## src/sv/ksdf_pkg.sv

```systemverilog
// ============================================================================
// Knob setpoint display formatter package
// Types and constants shared by the stages of the knob setpoint display block.
// ============================================================================
package ksdf_pkg;

    // Item kinds carried by the mode field.
    typedef enum logic
    {
        MODE_EDGE    = 1'b0,
        MODE_REFRESH = 1'b1
    } mode_t;

    typedef logic [15:0] word_t;
    typedef logic [3:0]  digit_t;
    typedef logic [4:0]  disp_t;

    // Display code for a dark digit.
    localparam disp_t DIGIT_BLANK = 5'h10;

    // Setpoint folding limits.
    localparam logic [7:0] SETPOINT_MAX  = 8'd50;
    localparam logic [7:0] WRAP_NEGATIVE = 8'd128;

    // Reciprocals for exact division of a 16-bit value by powers of ten.
    localparam logic [16:0] RECIP_10    = 17'd52429;   // shift 19
    localparam logic [16:0] RECIP_100   = 17'd83887;   // shift 23
    localparam logic [16:0] RECIP_1000  = 17'd67109;   // shift 26
    localparam logic [16:0] RECIP_10000 = 17'd107375;  // shift 30

    // Values chosen for display, after the state update stage.
    typedef struct packed
    {
        word_t top_value;
        word_t bottom_value;
        logic  battery_low;
    } sel_t;

    // Values with their decimal quotients, after the multiply stage.
    typedef struct packed
    {
        word_t       top_value;
        logic [12:0] top_q1;
        logic [9:0]  top_q2;
        logic [6:0]  top_q3;
        word_t       bottom_value;
        logic [12:0] bottom_q1;
        logic [9:0]  bottom_q2;
        logic [6:0]  bottom_q3;
        logic [2:0]  bottom_q4;
        logic        battery_low;
    } quot_t;

    // One formatted result beat.
    typedef struct packed
    {
        disp_t top_hundreds;
        disp_t top_tens;
        disp_t top_units;
        disp_t bottom_thousands;
        disp_t bottom_hundreds;
        disp_t bottom_tens;
        disp_t bottom_units;
        logic  battery_low;
    } result_t;

endpackage

```

## src/sv/ksdf_in_if.sv

```systemverilog
// ============================================================================
// Knob setpoint display formatter input channel
// Valid/ready channel that carries one edge or refresh beat.
// ============================================================================
interface ksdf_in_if;

    logic        valid;
    logic        ready;
    logic        mode;
    logic [1:0]  wheel_pins;
    logic        left_pressed;
    logic        middle_pressed;
    logic        right_pressed;
    logic [15:0] battery_level;
    logic [15:0] temperature;
    logic [15:0] motor_pos;
    logic [15:0] motor_pct;

    modport source
    (
        output valid, mode, wheel_pins, left_pressed, middle_pressed, right_pressed,
        output battery_level, temperature, motor_pos, motor_pct,
        input  ready
    );

    modport sink
    (
        input  valid, mode, wheel_pins, left_pressed, middle_pressed, right_pressed,
        input  battery_level, temperature, motor_pos, motor_pct,
        output ready
    );

endinterface

```

## src/sv/ksdf_out_if.sv

```systemverilog
// ============================================================================
// Knob setpoint display formatter output channel
// Valid/ready channel that carries one formatted display beat.
// ============================================================================
interface ksdf_out_if;

    logic       valid;
    logic       ready;
    logic [4:0] top_hundreds;
    logic [4:0] top_tens;
    logic [4:0] top_units;
    logic [4:0] bottom_thousands;
    logic [4:0] bottom_hundreds;
    logic [4:0] bottom_tens;
    logic [4:0] bottom_units;
    logic       battery_low;

    modport source
    (
        output valid, top_hundreds, top_tens, top_units,
        output bottom_thousands, bottom_hundreds, bottom_tens, bottom_units,
        output battery_low,
        input  ready
    );

    modport sink
    (
        input  valid, top_hundreds, top_tens, top_units,
        input  bottom_thousands, bottom_hundreds, bottom_tens, bottom_units,
        input  battery_low,
        output ready
    );

endinterface

```

## src/sv/ksdf_front.sv

```systemverilog
// ============================================================================
// Knob setpoint display formatter front stage
// Tracks the knob, folds it into the setpoint and picks the values to show.
// ============================================================================
module ksdf_front
(
    input  logic           clk,
    input  logic           rst_n,
    input  logic           cfg_wr_en,
    input  logic [15:0]    cfg_wr_data,
    ksdf_in_if.sink        in_ch,
    output logic           dn_valid,
    output ksdf_pkg::sel_t dn_data,
    input  logic           dn_ready
);
    import ksdf_pkg::*;

    logic [15:0] threshold_reg;
    logic [7:0]  knob_count_reg;
    logic [7:0]  knob_count_next;
    logic [7:0]  applied_count_reg;
    logic [1:0]  previous_pins_reg;
    logic [1:0]  previous_pins_next;
    logic [5:0]  setpoint_reg;
    logic [5:0]  setpoint_next;
    logic        sel_valid_reg;
    sel_t        sel_reg;
    sel_t        sel_next;
    logic        accept;
    logic        is_refresh;
    logic [7:0]  diff;
    logic [7:0]  folded;

    // The stage takes a beat whenever its register is empty or draining.
    assign in_ch.ready = !sel_valid_reg || dn_ready;
    assign accept      = in_ch.valid && in_ch.ready;
    assign is_refresh  = (in_ch.mode == MODE_REFRESH);

    // Quadrature step on a change of the pins: count up when A and B differ, down when they match.
    always_comb
    begin
        knob_count_next    = knob_count_reg;
        previous_pins_next = previous_pins_reg;
        if (in_ch.wheel_pins != previous_pins_reg)
        begin
            previous_pins_next = in_ch.wheel_pins;
            if (in_ch.wheel_pins[0] ^ in_ch.wheel_pins[1])
                knob_count_next = knob_count_reg + 8'd1;
            else
                knob_count_next = knob_count_reg - 8'd1;
        end
    end

    // Fold twice the signed movement into the setpoint and clamp it to 0..50.
    always_comb
    begin
        diff   = knob_count_reg - applied_count_reg;
        folded = {2'b00, setpoint_reg} + {diff[6:0], 1'b0};
        if (folded > WRAP_NEGATIVE)
            setpoint_next = 6'd0;
        else if (folded > SETPOINT_MAX)
            setpoint_next = SETPOINT_MAX[5:0];
        else
            setpoint_next = folded[5:0];
    end

    // Source selection for both rows and the battery flag.
    always_comb
    begin
        if (in_ch.left_pressed)
            sel_next.top_value = in_ch.battery_level;
        else if (in_ch.right_pressed)
            sel_next.top_value = in_ch.temperature;
        else
            sel_next.top_value = {10'd0, setpoint_next};
        sel_next.bottom_value = in_ch.middle_pressed ? in_ch.motor_pos : in_ch.motor_pct;
        sel_next.battery_low  = (in_ch.battery_level < threshold_reg);
    end

    // Threshold register.
    always_ff @(posedge clk or negedge rst_n)
    begin
        if (!rst_n)
            threshold_reg <= 16'd0;
        else if (cfg_wr_en)
            threshold_reg <= cfg_wr_data;
    end

    // Knob and setpoint state, updated as each beat is taken.
    always_ff @(posedge clk or negedge rst_n)
    begin
        if (!rst_n)
        begin
            knob_count_reg    <= 8'd0;
            applied_count_reg <= 8'd0;
            previous_pins_reg <= 2'd0;
            setpoint_reg      <= 6'd0;
        end
        else if (accept)
        begin
            if (is_refresh)
            begin
                applied_count_reg <= knob_count_reg;
                setpoint_reg      <= setpoint_next;
            end
            else
            begin
                knob_count_reg    <= knob_count_next;
                previous_pins_reg <= previous_pins_next;
            end
        end
    end

    // Stage register: only refresh beats move on.
    always_ff @(posedge clk or negedge rst_n)
    begin
        if (!rst_n)
            sel_valid_reg <= 1'b0;
        else if (in_ch.ready)
            sel_valid_reg <= accept && is_refresh;
    end

    always_ff @(posedge clk)
    begin
        if (accept && is_refresh)
            sel_reg <= sel_next;
    end

    assign dn_valid = sel_valid_reg;
    assign dn_data  = sel_reg;

endmodule

```

## src/sv/ksdf_divide.sv

```systemverilog
// ============================================================================
// Knob setpoint display formatter quotient stage
// Divides both row values by powers of ten with reciprocal multiplies.
// ============================================================================
module ksdf_divide
(
    input  logic            clk,
    input  logic            rst_n,
    input  logic            up_valid,
    input  ksdf_pkg::sel_t  up_data,
    output logic            up_ready,
    output logic            dn_valid,
    output ksdf_pkg::quot_t dn_data,
    input  logic            dn_ready
);
    import ksdf_pkg::*;

    logic  quot_valid_reg;
    quot_t quot_reg;
    quot_t quot_next;

    // Exact for every 16-bit value: the reciprocal error stays below one step.
    function automatic logic [32:0] scale(input word_t v, input logic [16:0] recip);
        scale = {17'd0, v} * {16'd0, recip};
    endfunction

    // Quotients by 10, 100, 1000 and 10000; the products run in parallel.
    always_comb
    begin
        logic [32:0] t10;
        logic [32:0] t100;
        logic [32:0] t1000;
        logic [32:0] b10;
        logic [32:0] b100;
        logic [32:0] b1000;
        logic [32:0] b10000;
        t10    = scale(up_data.top_value, RECIP_10);
        t100   = scale(up_data.top_value, RECIP_100);
        t1000  = scale(up_data.top_value, RECIP_1000);
        b10    = scale(up_data.bottom_value, RECIP_10);
        b100   = scale(up_data.bottom_value, RECIP_100);
        b1000  = scale(up_data.bottom_value, RECIP_1000);
        b10000 = scale(up_data.bottom_value, RECIP_10000);
        quot_next.top_value    = up_data.top_value;
        quot_next.top_q1       = t10[31:19];
        quot_next.top_q2       = t100[32:23];
        quot_next.top_q3       = t1000[32:26];
        quot_next.bottom_value = up_data.bottom_value;
        quot_next.bottom_q1    = b10[31:19];
        quot_next.bottom_q2    = b100[32:23];
        quot_next.bottom_q3    = b1000[32:26];
        quot_next.bottom_q4    = b10000[32:30];
        quot_next.battery_low  = up_data.battery_low;
    end

    assign up_ready = !quot_valid_reg || dn_ready;

    // Stage register.
    always_ff @(posedge clk or negedge rst_n)
    begin
        if (!rst_n)
            quot_valid_reg <= 1'b0;
        else if (up_ready)
            quot_valid_reg <= up_valid;
    end

    always_ff @(posedge clk)
    begin
        if (up_valid && up_ready)
            quot_reg <= quot_next;
    end

    assign dn_valid = quot_valid_reg;
    assign dn_data  = quot_reg;

endmodule

```

## src/sv/ksdf_digits.sv

```systemverilog
// ============================================================================
// Knob setpoint display formatter digit stage
// Splits quotients into decimal digits, blanks leading zeros, holds the result.
// ============================================================================
module ksdf_digits
(
    input  logic              clk,
    input  logic              rst_n,
    input  logic              up_valid,
    input  ksdf_pkg::quot_t   up_data,
    output logic              up_ready,
    output logic              dn_valid,
    output ksdf_pkg::result_t dn_data,
    input  logic              dn_ready
);
    import ksdf_pkg::*;

    logic    res_valid_reg;
    result_t res_reg;
    result_t res_next;

    // Digit from a value and its quotient by ten: a - 10 * b.
    function automatic digit_t low_digit(input word_t a, input word_t b);
        word_t ten_b;
        ten_b     = {b[12:0], 3'b000} + {b[14:0], 1'b0};
        low_digit = 4'((a - ten_b) & 16'h000F);
    endfunction

    function automatic disp_t shown(input digit_t d);
        shown = {1'b0, d};
    endfunction

    // Digit extraction and leading-zero blanking for both rows.
    always_comb
    begin
        digit_t th;
        digit_t tt;
        digit_t tu;
        digit_t bth;
        digit_t bh;
        digit_t bt;
        digit_t bu;
        th  = low_digit({6'd0, up_data.top_q2}, {9'd0, up_data.top_q3});
        tt  = low_digit({3'd0, up_data.top_q1}, {6'd0, up_data.top_q2});
        tu  = low_digit(up_data.top_value, {3'd0, up_data.top_q1});
        bth = low_digit({9'd0, up_data.bottom_q3}, {13'd0, up_data.bottom_q4});
        bh  = low_digit({6'd0, up_data.bottom_q2}, {9'd0, up_data.bottom_q3});
        bt  = low_digit({3'd0, up_data.bottom_q1}, {6'd0, up_data.bottom_q2});
        bu  = low_digit(up_data.bottom_value, {3'd0, up_data.bottom_q1});

        // Top row: only the hundreds digit can go dark.
        res_next.top_hundreds = (th == 4'd0) ? DIGIT_BLANK : shown(th);
        res_next.top_tens     = shown(tt);
        res_next.top_units    = shown(tu);

        // Bottom row: a digit other than the units is dark when it and every digit to its left are zero.
        res_next.bottom_thousands = (bth == 4'd0) ? DIGIT_BLANK : shown(bth);
        res_next.bottom_hundreds  = (bth == 4'd0 && bh == 4'd0) ? DIGIT_BLANK : shown(bh);
        res_next.bottom_tens      = (bth == 4'd0 && bh == 4'd0 && bt == 4'd0) ?
                                    DIGIT_BLANK : shown(bt);
        res_next.bottom_units     = shown(bu);
        res_next.battery_low      = up_data.battery_low;
    end

    assign up_ready = !res_valid_reg || dn_ready;

    // Result register that faces the output channel.
    always_ff @(posedge clk or negedge rst_n)
    begin
        if (!rst_n)
            res_valid_reg <= 1'b0;
        else if (up_ready)
            res_valid_reg <= up_valid;
    end

    always_ff @(posedge clk)
    begin
        if (up_valid && up_ready)
            res_reg <= res_next;
    end

    assign dn_valid = res_valid_reg;
    assign dn_data  = res_reg;

endmodule

```

## src/sv/knob_setpoint_display_formatter.sv

```systemverilog
// Knob setpoint display formatter. Takes one beat per clock on in_ch, edge or
// refresh, while the pipeline is not stalled: each of the three register
// stages (knob state and source select, reciprocal multiplies, digit split and
// blanking) moves on whenever the stage ahead of it is empty or draining, so a
// stalled out_ch backs up to in_ch. An edge beat updates the knob counter as
// it is taken and yields no result. A refresh beat yields one result beat on
// out_ch once it has passed the select, quotient and result registers in turn.
// The user must write the battery threshold through cfg_wr_en/cfg_wr_data
// only while no beat is in flight; the block itself does not enforce this.
// ============================================================================
// Knob setpoint display formatter
// Quadrature knob setpoint tracking with two-row decimal display formatting.
// ============================================================================
module knob_setpoint_display_formatter
(
    input  logic        clk,
    input  logic        rst_n,
    input  logic        cfg_wr_en,
    input  logic [15:0] cfg_wr_data,
    ksdf_in_if.sink     in_ch,
    ksdf_out_if.source  out_ch
);
    import ksdf_pkg::*;

    logic    sel_valid;
    sel_t    sel_data;
    logic    sel_ready;
    logic    quot_valid;
    quot_t   quot_data;
    logic    quot_ready;
    result_t res_data;

    // Knob state, setpoint and source selection.
    ksdf_front u_front
    (
        .clk         (clk),
        .rst_n       (rst_n),
        .cfg_wr_en   (cfg_wr_en),
        .cfg_wr_data (cfg_wr_data),
        .in_ch       (in_ch),
        .dn_valid    (sel_valid),
        .dn_data     (sel_data),
        .dn_ready    (sel_ready)
    );

    // Decimal quotients of both row values.
    ksdf_divide u_divide
    (
        .clk      (clk),
        .rst_n    (rst_n),
        .up_valid (sel_valid),
        .up_data  (sel_data),
        .up_ready (sel_ready),
        .dn_valid (quot_valid),
        .dn_data  (quot_data),
        .dn_ready (quot_ready)
    );

    // Digits, blanking and the output register.
    ksdf_digits u_digits
    (
        .clk      (clk),
        .rst_n    (rst_n),
        .up_valid (quot_valid),
        .up_data  (quot_data),
        .up_ready (quot_ready),
        .dn_valid (out_ch.valid),
        .dn_data  (res_data),
        .dn_ready (out_ch.ready)
    );

    // Result fields onto the output channel.
    assign out_ch.top_hundreds     = res_data.top_hundreds;
    assign out_ch.top_tens         = res_data.top_tens;
    assign out_ch.top_units        = res_data.top_units;
    assign out_ch.bottom_thousands = res_data.bottom_thousands;
    assign out_ch.bottom_hundreds  = res_data.bottom_hundreds;
    assign out_ch.bottom_tens      = res_data.bottom_tens;
    assign out_ch.bottom_units     = res_data.bottom_units;
    assign out_ch.battery_low      = res_data.battery_low;

endmodule

```

## src/flat_wrapper.sv

```systemverilog
// flat-port wrapper written by rule: the top's interface ports become plain ports
module knob_setpoint_display_formatter_flat import ksdf_pkg::*;
  (clk, rst_n, cfg_wr_en, cfg_wr_data, in_ch_valid, in_ch_mode, in_ch_wheel_pins, in_ch_left_pressed, in_ch_middle_pressed, in_ch_right_pressed, in_ch_battery_level, in_ch_temperature, in_ch_motor_pos, in_ch_motor_pct, in_ch_ready, out_ch_valid, out_ch_top_hundreds, out_ch_top_tens, out_ch_top_units, out_ch_bottom_thousands, out_ch_bottom_hundreds, out_ch_bottom_tens, out_ch_bottom_units, out_ch_battery_low, out_ch_ready);
  ksdf_in_if in_ch_i ();
  ksdf_out_if out_ch_i ();
  input  logic clk;
  input  logic rst_n;
  input  logic cfg_wr_en;
  input  logic [15:0] cfg_wr_data;
  input wire logic [$bits(in_ch_i.valid)-1:0] in_ch_valid;
  input wire logic [$bits(in_ch_i.mode)-1:0] in_ch_mode;
  input wire logic [$bits(in_ch_i.wheel_pins)-1:0] in_ch_wheel_pins;
  input wire logic [$bits(in_ch_i.left_pressed)-1:0] in_ch_left_pressed;
  input wire logic [$bits(in_ch_i.middle_pressed)-1:0] in_ch_middle_pressed;
  input wire logic [$bits(in_ch_i.right_pressed)-1:0] in_ch_right_pressed;
  input wire logic [$bits(in_ch_i.battery_level)-1:0] in_ch_battery_level;
  input wire logic [$bits(in_ch_i.temperature)-1:0] in_ch_temperature;
  input wire logic [$bits(in_ch_i.motor_pos)-1:0] in_ch_motor_pos;
  input wire logic [$bits(in_ch_i.motor_pct)-1:0] in_ch_motor_pct;
  output wire logic [$bits(in_ch_i.ready)-1:0] in_ch_ready;
  output wire logic [$bits(out_ch_i.valid)-1:0] out_ch_valid;
  output wire logic [$bits(out_ch_i.top_hundreds)-1:0] out_ch_top_hundreds;
  output wire logic [$bits(out_ch_i.top_tens)-1:0] out_ch_top_tens;
  output wire logic [$bits(out_ch_i.top_units)-1:0] out_ch_top_units;
  output wire logic [$bits(out_ch_i.bottom_thousands)-1:0] out_ch_bottom_thousands;
  output wire logic [$bits(out_ch_i.bottom_hundreds)-1:0] out_ch_bottom_hundreds;
  output wire logic [$bits(out_ch_i.bottom_tens)-1:0] out_ch_bottom_tens;
  output wire logic [$bits(out_ch_i.bottom_units)-1:0] out_ch_bottom_units;
  output wire logic [$bits(out_ch_i.battery_low)-1:0] out_ch_battery_low;
  input wire logic [$bits(out_ch_i.ready)-1:0] out_ch_ready;
  assign in_ch_i.valid = in_ch_valid;
  assign in_ch_i.mode = in_ch_mode;
  assign in_ch_i.wheel_pins = in_ch_wheel_pins;
  assign in_ch_i.left_pressed = in_ch_left_pressed;
  assign in_ch_i.middle_pressed = in_ch_middle_pressed;
  assign in_ch_i.right_pressed = in_ch_right_pressed;
  assign in_ch_i.battery_level = in_ch_battery_level;
  assign in_ch_i.temperature = in_ch_temperature;
  assign in_ch_i.motor_pos = in_ch_motor_pos;
  assign in_ch_i.motor_pct = in_ch_motor_pct;
  assign in_ch_ready = in_ch_i.ready;
  assign out_ch_valid = out_ch_i.valid;
  assign out_ch_top_hundreds = out_ch_i.top_hundreds;
  assign out_ch_top_tens = out_ch_i.top_tens;
  assign out_ch_top_units = out_ch_i.top_units;
  assign out_ch_bottom_thousands = out_ch_i.bottom_thousands;
  assign out_ch_bottom_hundreds = out_ch_i.bottom_hundreds;
  assign out_ch_bottom_tens = out_ch_i.bottom_tens;
  assign out_ch_bottom_units = out_ch_i.bottom_units;
  assign out_ch_battery_low = out_ch_i.battery_low;
  assign out_ch_i.ready = out_ch_ready;
  knob_setpoint_display_formatter u_core (.clk(clk), .rst_n(rst_n), .cfg_wr_en(cfg_wr_en), .cfg_wr_data(cfg_wr_data), .in_ch(in_ch_i), .out_ch(out_ch_i));
endmodule
```

## config.mk

```make
export PLATFORM = sky130hd
export DESIGN_NAME = knob_setpoint_display_formatter_flat
export DESIGN_NICKNAME = d
export VERILOG_FILES = /design/src/sv/ksdf_pkg.sv /design/src/sv/ksdf_in_if.sv /design/src/sv/ksdf_out_if.sv /design/src/sv/ksdf_front.sv /design/src/sv/ksdf_divide.sv /design/src/sv/ksdf_digits.sv /design/src/sv/knob_setpoint_display_formatter.sv /design/src/flat_wrapper.sv
export SDC_FILE = /design/constraint.sdc
export NUM_CORES = 2
export LEC_CHECK = 0
export ABC_AREA = 1
export BUFFER_PORTS_ARGS = -buffer_cell sky130_fd_sc_hd__buf_2
export CAP_MARGIN = 20
export CORE_MARGIN = 3
export CORE_UTILIZATION = 44
export CTS_CLUSTER_DIAMETER = 200
export CTS_CLUSTER_SIZE = 25
export DETAILED_ROUTE_END_ITERATION = 10
export GPL_ROUTABILITY_DRIVEN = 0
export SKIP_LAST_GASP = 1
export SYNTH_ARGS = -nofsm -noshare
export SYNTH_HDL_FRONTEND = slang
export SYNTH_SLANG_ARGS = --single-unit
```

## constraint.sdc

```tcl
create_clock -name clk -period 5.6 [get_ports clk]
set_clock_uncertainty 0.2 [all_clocks]
set_input_delay 0.84 -clock clk [delete_from_list [all_inputs] [get_ports clk]]
set_output_delay 0.84 -clock clk [all_outputs]
set_load 0.1 [all_outputs]
```

==> results.py <==
metrics = {
    "status": {
        "status": "complete, no violations",
    },
    "route": {
        "postRouteAntennaNets": 0,
        "drt_pass1_iterations": 5,
        "drt-vias-per-instance": 5.032,
        "route.detailed.wl_per_inst_um": 18.57,
        "finalWirelength_mm": 87.67,
        "post-route-drc-count": 0,
        "routed-via-count": 23758,
        "drt_first_iter_violations": 1183,
    },
    "sta": {
        "setup_viol_count_final": 0,
        "finalCritPeriodShare_pct": 97.17,
        "final-hold-violation-count": 0,
        "worst_slew_pin_slew_ns": 0.9509,
        "clock.fmax_mhz": 183.8,
        "maxSlewViolCount": 0,
        "layout_setup_ws_ns": 0.1587,
        "grt_setup_unrepaired": "yes",
        "slew-limit-headroom_pct": 36.61,
        "timing.final.crit_period_ns": 5.441,
    },
    "logic_synthesis": {
        "synth.yosys.warnings": 0,
        "synth_top_area_share_pct": 30.93,
        "part_of_the_yosys_area_used_for_sequential_elements_pct": 12.47,
        "avgSynthCellArea_um2": 9.423,
        "synth.largest_area_cell": "fa_1",
        "syn-cell-area_um2": 32550,
        "dominantRegCellSynth": "edfxtp_1",
        "synth_edf_count": 101,
        "yosysUniqueCellTypes": 43,
        "yosys_register_bits": 142,
        "area_contributors_post_synth": "fa_1 (31%), ha_1 (28%), inv_1 (11%)",
        "synthesized_instance_count": 3455,
        "synth_async_sr_flop_share_pct": 28.87,
    },
    "setup_path": {
        "critPathCaptureType": "flop",
        "critPathMaxStageDelay_ns": 0.57,
        "worst_path_max_delay_cell": "fa_1",
        "cp.arrival_ns": 5.50,
        "crit_path_frequent_cell": "fa_1",
        "path_max_fanout": 10,
        "crit_path_cell_trace": "buf_4, ha_1, inv_1, fa_1, fa_1, fa_1, inv_1, fa_1, fa_1, ha_1, nand2_1, nor4_4, o21ai_0, nand3_1, inv_1, nand2_1, nand2_1",
        "setup.worst_path.start_class": "flop",
        "timing_worst_setup_path_type": "flop to flop",
        "timing.critical_path.required_ns": 5.66,
    },
    "placement": {
        "dpl-instance-area_um2": 35410,
        "dp_worst_setup_slack_ns": 0.09432,
        "hpwl_mm": 76.94,
        "placement.io_buffers": 125,
    },
    "layout": {
        "area.growth.synth_to_final_pct": 11.73,
        "insertedDiodeCount": 0,
        "filler_cell_count": 6935,
        "finalInstanceArea_um2": 36370,
        "largest_register_ffs": 35,
        "multiInputGateArea_um2": 25120,
        "drive_above_1_share_pct": 10.55,
        "seq_area_um2": 4059,
        "nets": 5060,
    },
    "floorplanning": {
        "initial_utilization_pct": 44.55,
        "floorplan.io_pins": 129,
        "core_um2": 73080,
        "dieWidth_um": 278.0,
        "placementRows": 99,
        "die_height_um": 278.0,
        "design.die.area_um2": 77290,
    },
    "worst_hold_path": {
        "worst_min_delay_path_class": "flop to flop",
    },
    "cts": {
        "clk_transition_reported_paths_ns": 0.08,
        "tritoncts.num_buffers": 17,
        "clock_latency_ns": 0.50,
        "tritoncts_clock_tree": "done",
        "cts.path.max_buffers": 2,
        "clkSinkCount": 142,
        "clock_tree.htree_level_count": 4,
        "cts.hold.buffers_added": 0,
        "cts_root_buf": "clkbuf_16",
    },
    "global_routing": {
        "grt_first_pass_wirelength_mm": 140.3,
        "maximum_number_of_pins_on_one_net_before_global_route_repair": 42,
        "first_global_vias": 25099,
        "number_of_antenna_violations_at_the_first_check_in_global_routing": 4,
        "track_usage_pct": 23.68,
        "grt_overflow_total": 0,
    },
    "job": {
        "number_of_max_cap_violations": 0,
    },
}
worst paths after layout:
check                      slack [ns]                      start                                to  depth (start not counted)
max                              0.16  u_core.u_front.dn_data[4]       u_core.u_divide.dn_data[24]                         17
min                              0.22  u_core.u_front.dn_data[0]        u_core.u_divide.dn_data[0]                          0
max reg2reg                      0.16  u_core.u_front.dn_data[4]       u_core.u_divide.dn_data[24]                         17
min reg2reg                      0.22  u_core.u_front.dn_data[0]        u_core.u_divide.dn_data[0]                          0
max in group asynchronous        4.31                      rst_n  u_core.u_front.knob_count_reg[4]                          1
min in group asynchronous        0.29                      rst_n   u_core.u_front.threshold_reg[1]                          1
routing by layer:
layer	up-vias	wire, um	GRT usage [%]
met5	-	51	0
met4	2	2262	6.051
met3	116	5066	4.622
met2	570	40930	39.18
met1	11559	39360	32.01
li1	11511	-	-
cells by family after synthesis:
group,after synthesis,share of synthesized area (%)
compound gates,334,5.565
mux,18,0.6226
fa+ha+maj,1220,58.49
xor+xnor,97,2.610
other cells,1,0.01152
flops,142,12.47
simple gates,690,9.178
buf+inv,953,11.06
Yosys cell counts (all sizes together), types with 6 or more instances:
library cell  count
a21o             13
a21oi           166
a31oi             9
buf               9
clkbuf            6
dfrtp            41
edfxtp          101
fa              503
ha              717
inv             938
mux2             18
nand2           378
nand3           115
nand3b            7
nand4            33
nor2            105
nor3             24
nor4             18
o211ai           11
o21ai           110
o21bai            7
or2               7
xnor2            55
xor2             42
layout make-up:
class	count	area share [%]
Clock inverter	12	0.3199
Multi-Input combinational cell	2362	69.05
Sequential cell	142	11.16
Inverter	938	9.679
Clock buffer	20	1.328
Timing Repair Buffer	288	5.163
Tap cell	959	3.299
what timing repair did:
action,CTS,global route
resized for setup,0,44
setup endpoints to repair,0,16
buffers inserted,0,22
hold endpoints to repair,0,0
stage by stage:
step | hold slack (ns) | cells | TNS [ns] | utilization (%)
global route | 0.2468 | 4721 | -0.08704 | 49.77
detailed placement | 0.2056 | 4667 | 0 | 48.45
finish | 0.2216 | 4721 | 0 | 49.77
global placement | 0.2049 | 4667 | 0 | 48.45
CTS | 0.2229 | 4699 | 0 | 49.27
floorplan | 0.2003 | 3457 | 0 | -
placed cells by master (no fill, tap or decap), types with 4 or more instances in the layout:
cell,instances
xnor2_1,55
or2_2,7
nor2_1,101
a21o_1,13
o21bai_1,7
nand3b_1,7
a21oi_1,160
nand3_1,112
buf_2,125
nor4_1,13
fa_1,498
nand4_1,33
nand2_1,370
ha_4,7
mux2_2,18
xor2_1,42
o21a_1,5
ha_2,7
ha_1,703
clkbuf_16,19
a31oi_1,9
nor3_1,23
dfrtp_1,41
nand2_2,8
o211ai_1,11
inv_1,932
fa_2,5
o21ai_0,106
a21oi_2,5
inv_2,6
inv_6,6
edfxtp_1,101
buf_4,160
o21ai_1,4
worst max-delay path: cells and delay by family (launching register included):
| kind | cells | cell delay, ns |
|---|---|---|
| adders and majority gates | 7 | 3.15 |
| buffers and inverters | 4 | 0.53 |
| DFF | 1 | 0.48 |
| AOI/OAI and AO/OA | 1 | 0.15 |
| and+or+nand+nor | 5 | 0.70 |
Power is left out: the tool's default activity adds up to more than one toggle a clock period on the data nets, which glitch-free logic cannot reach.
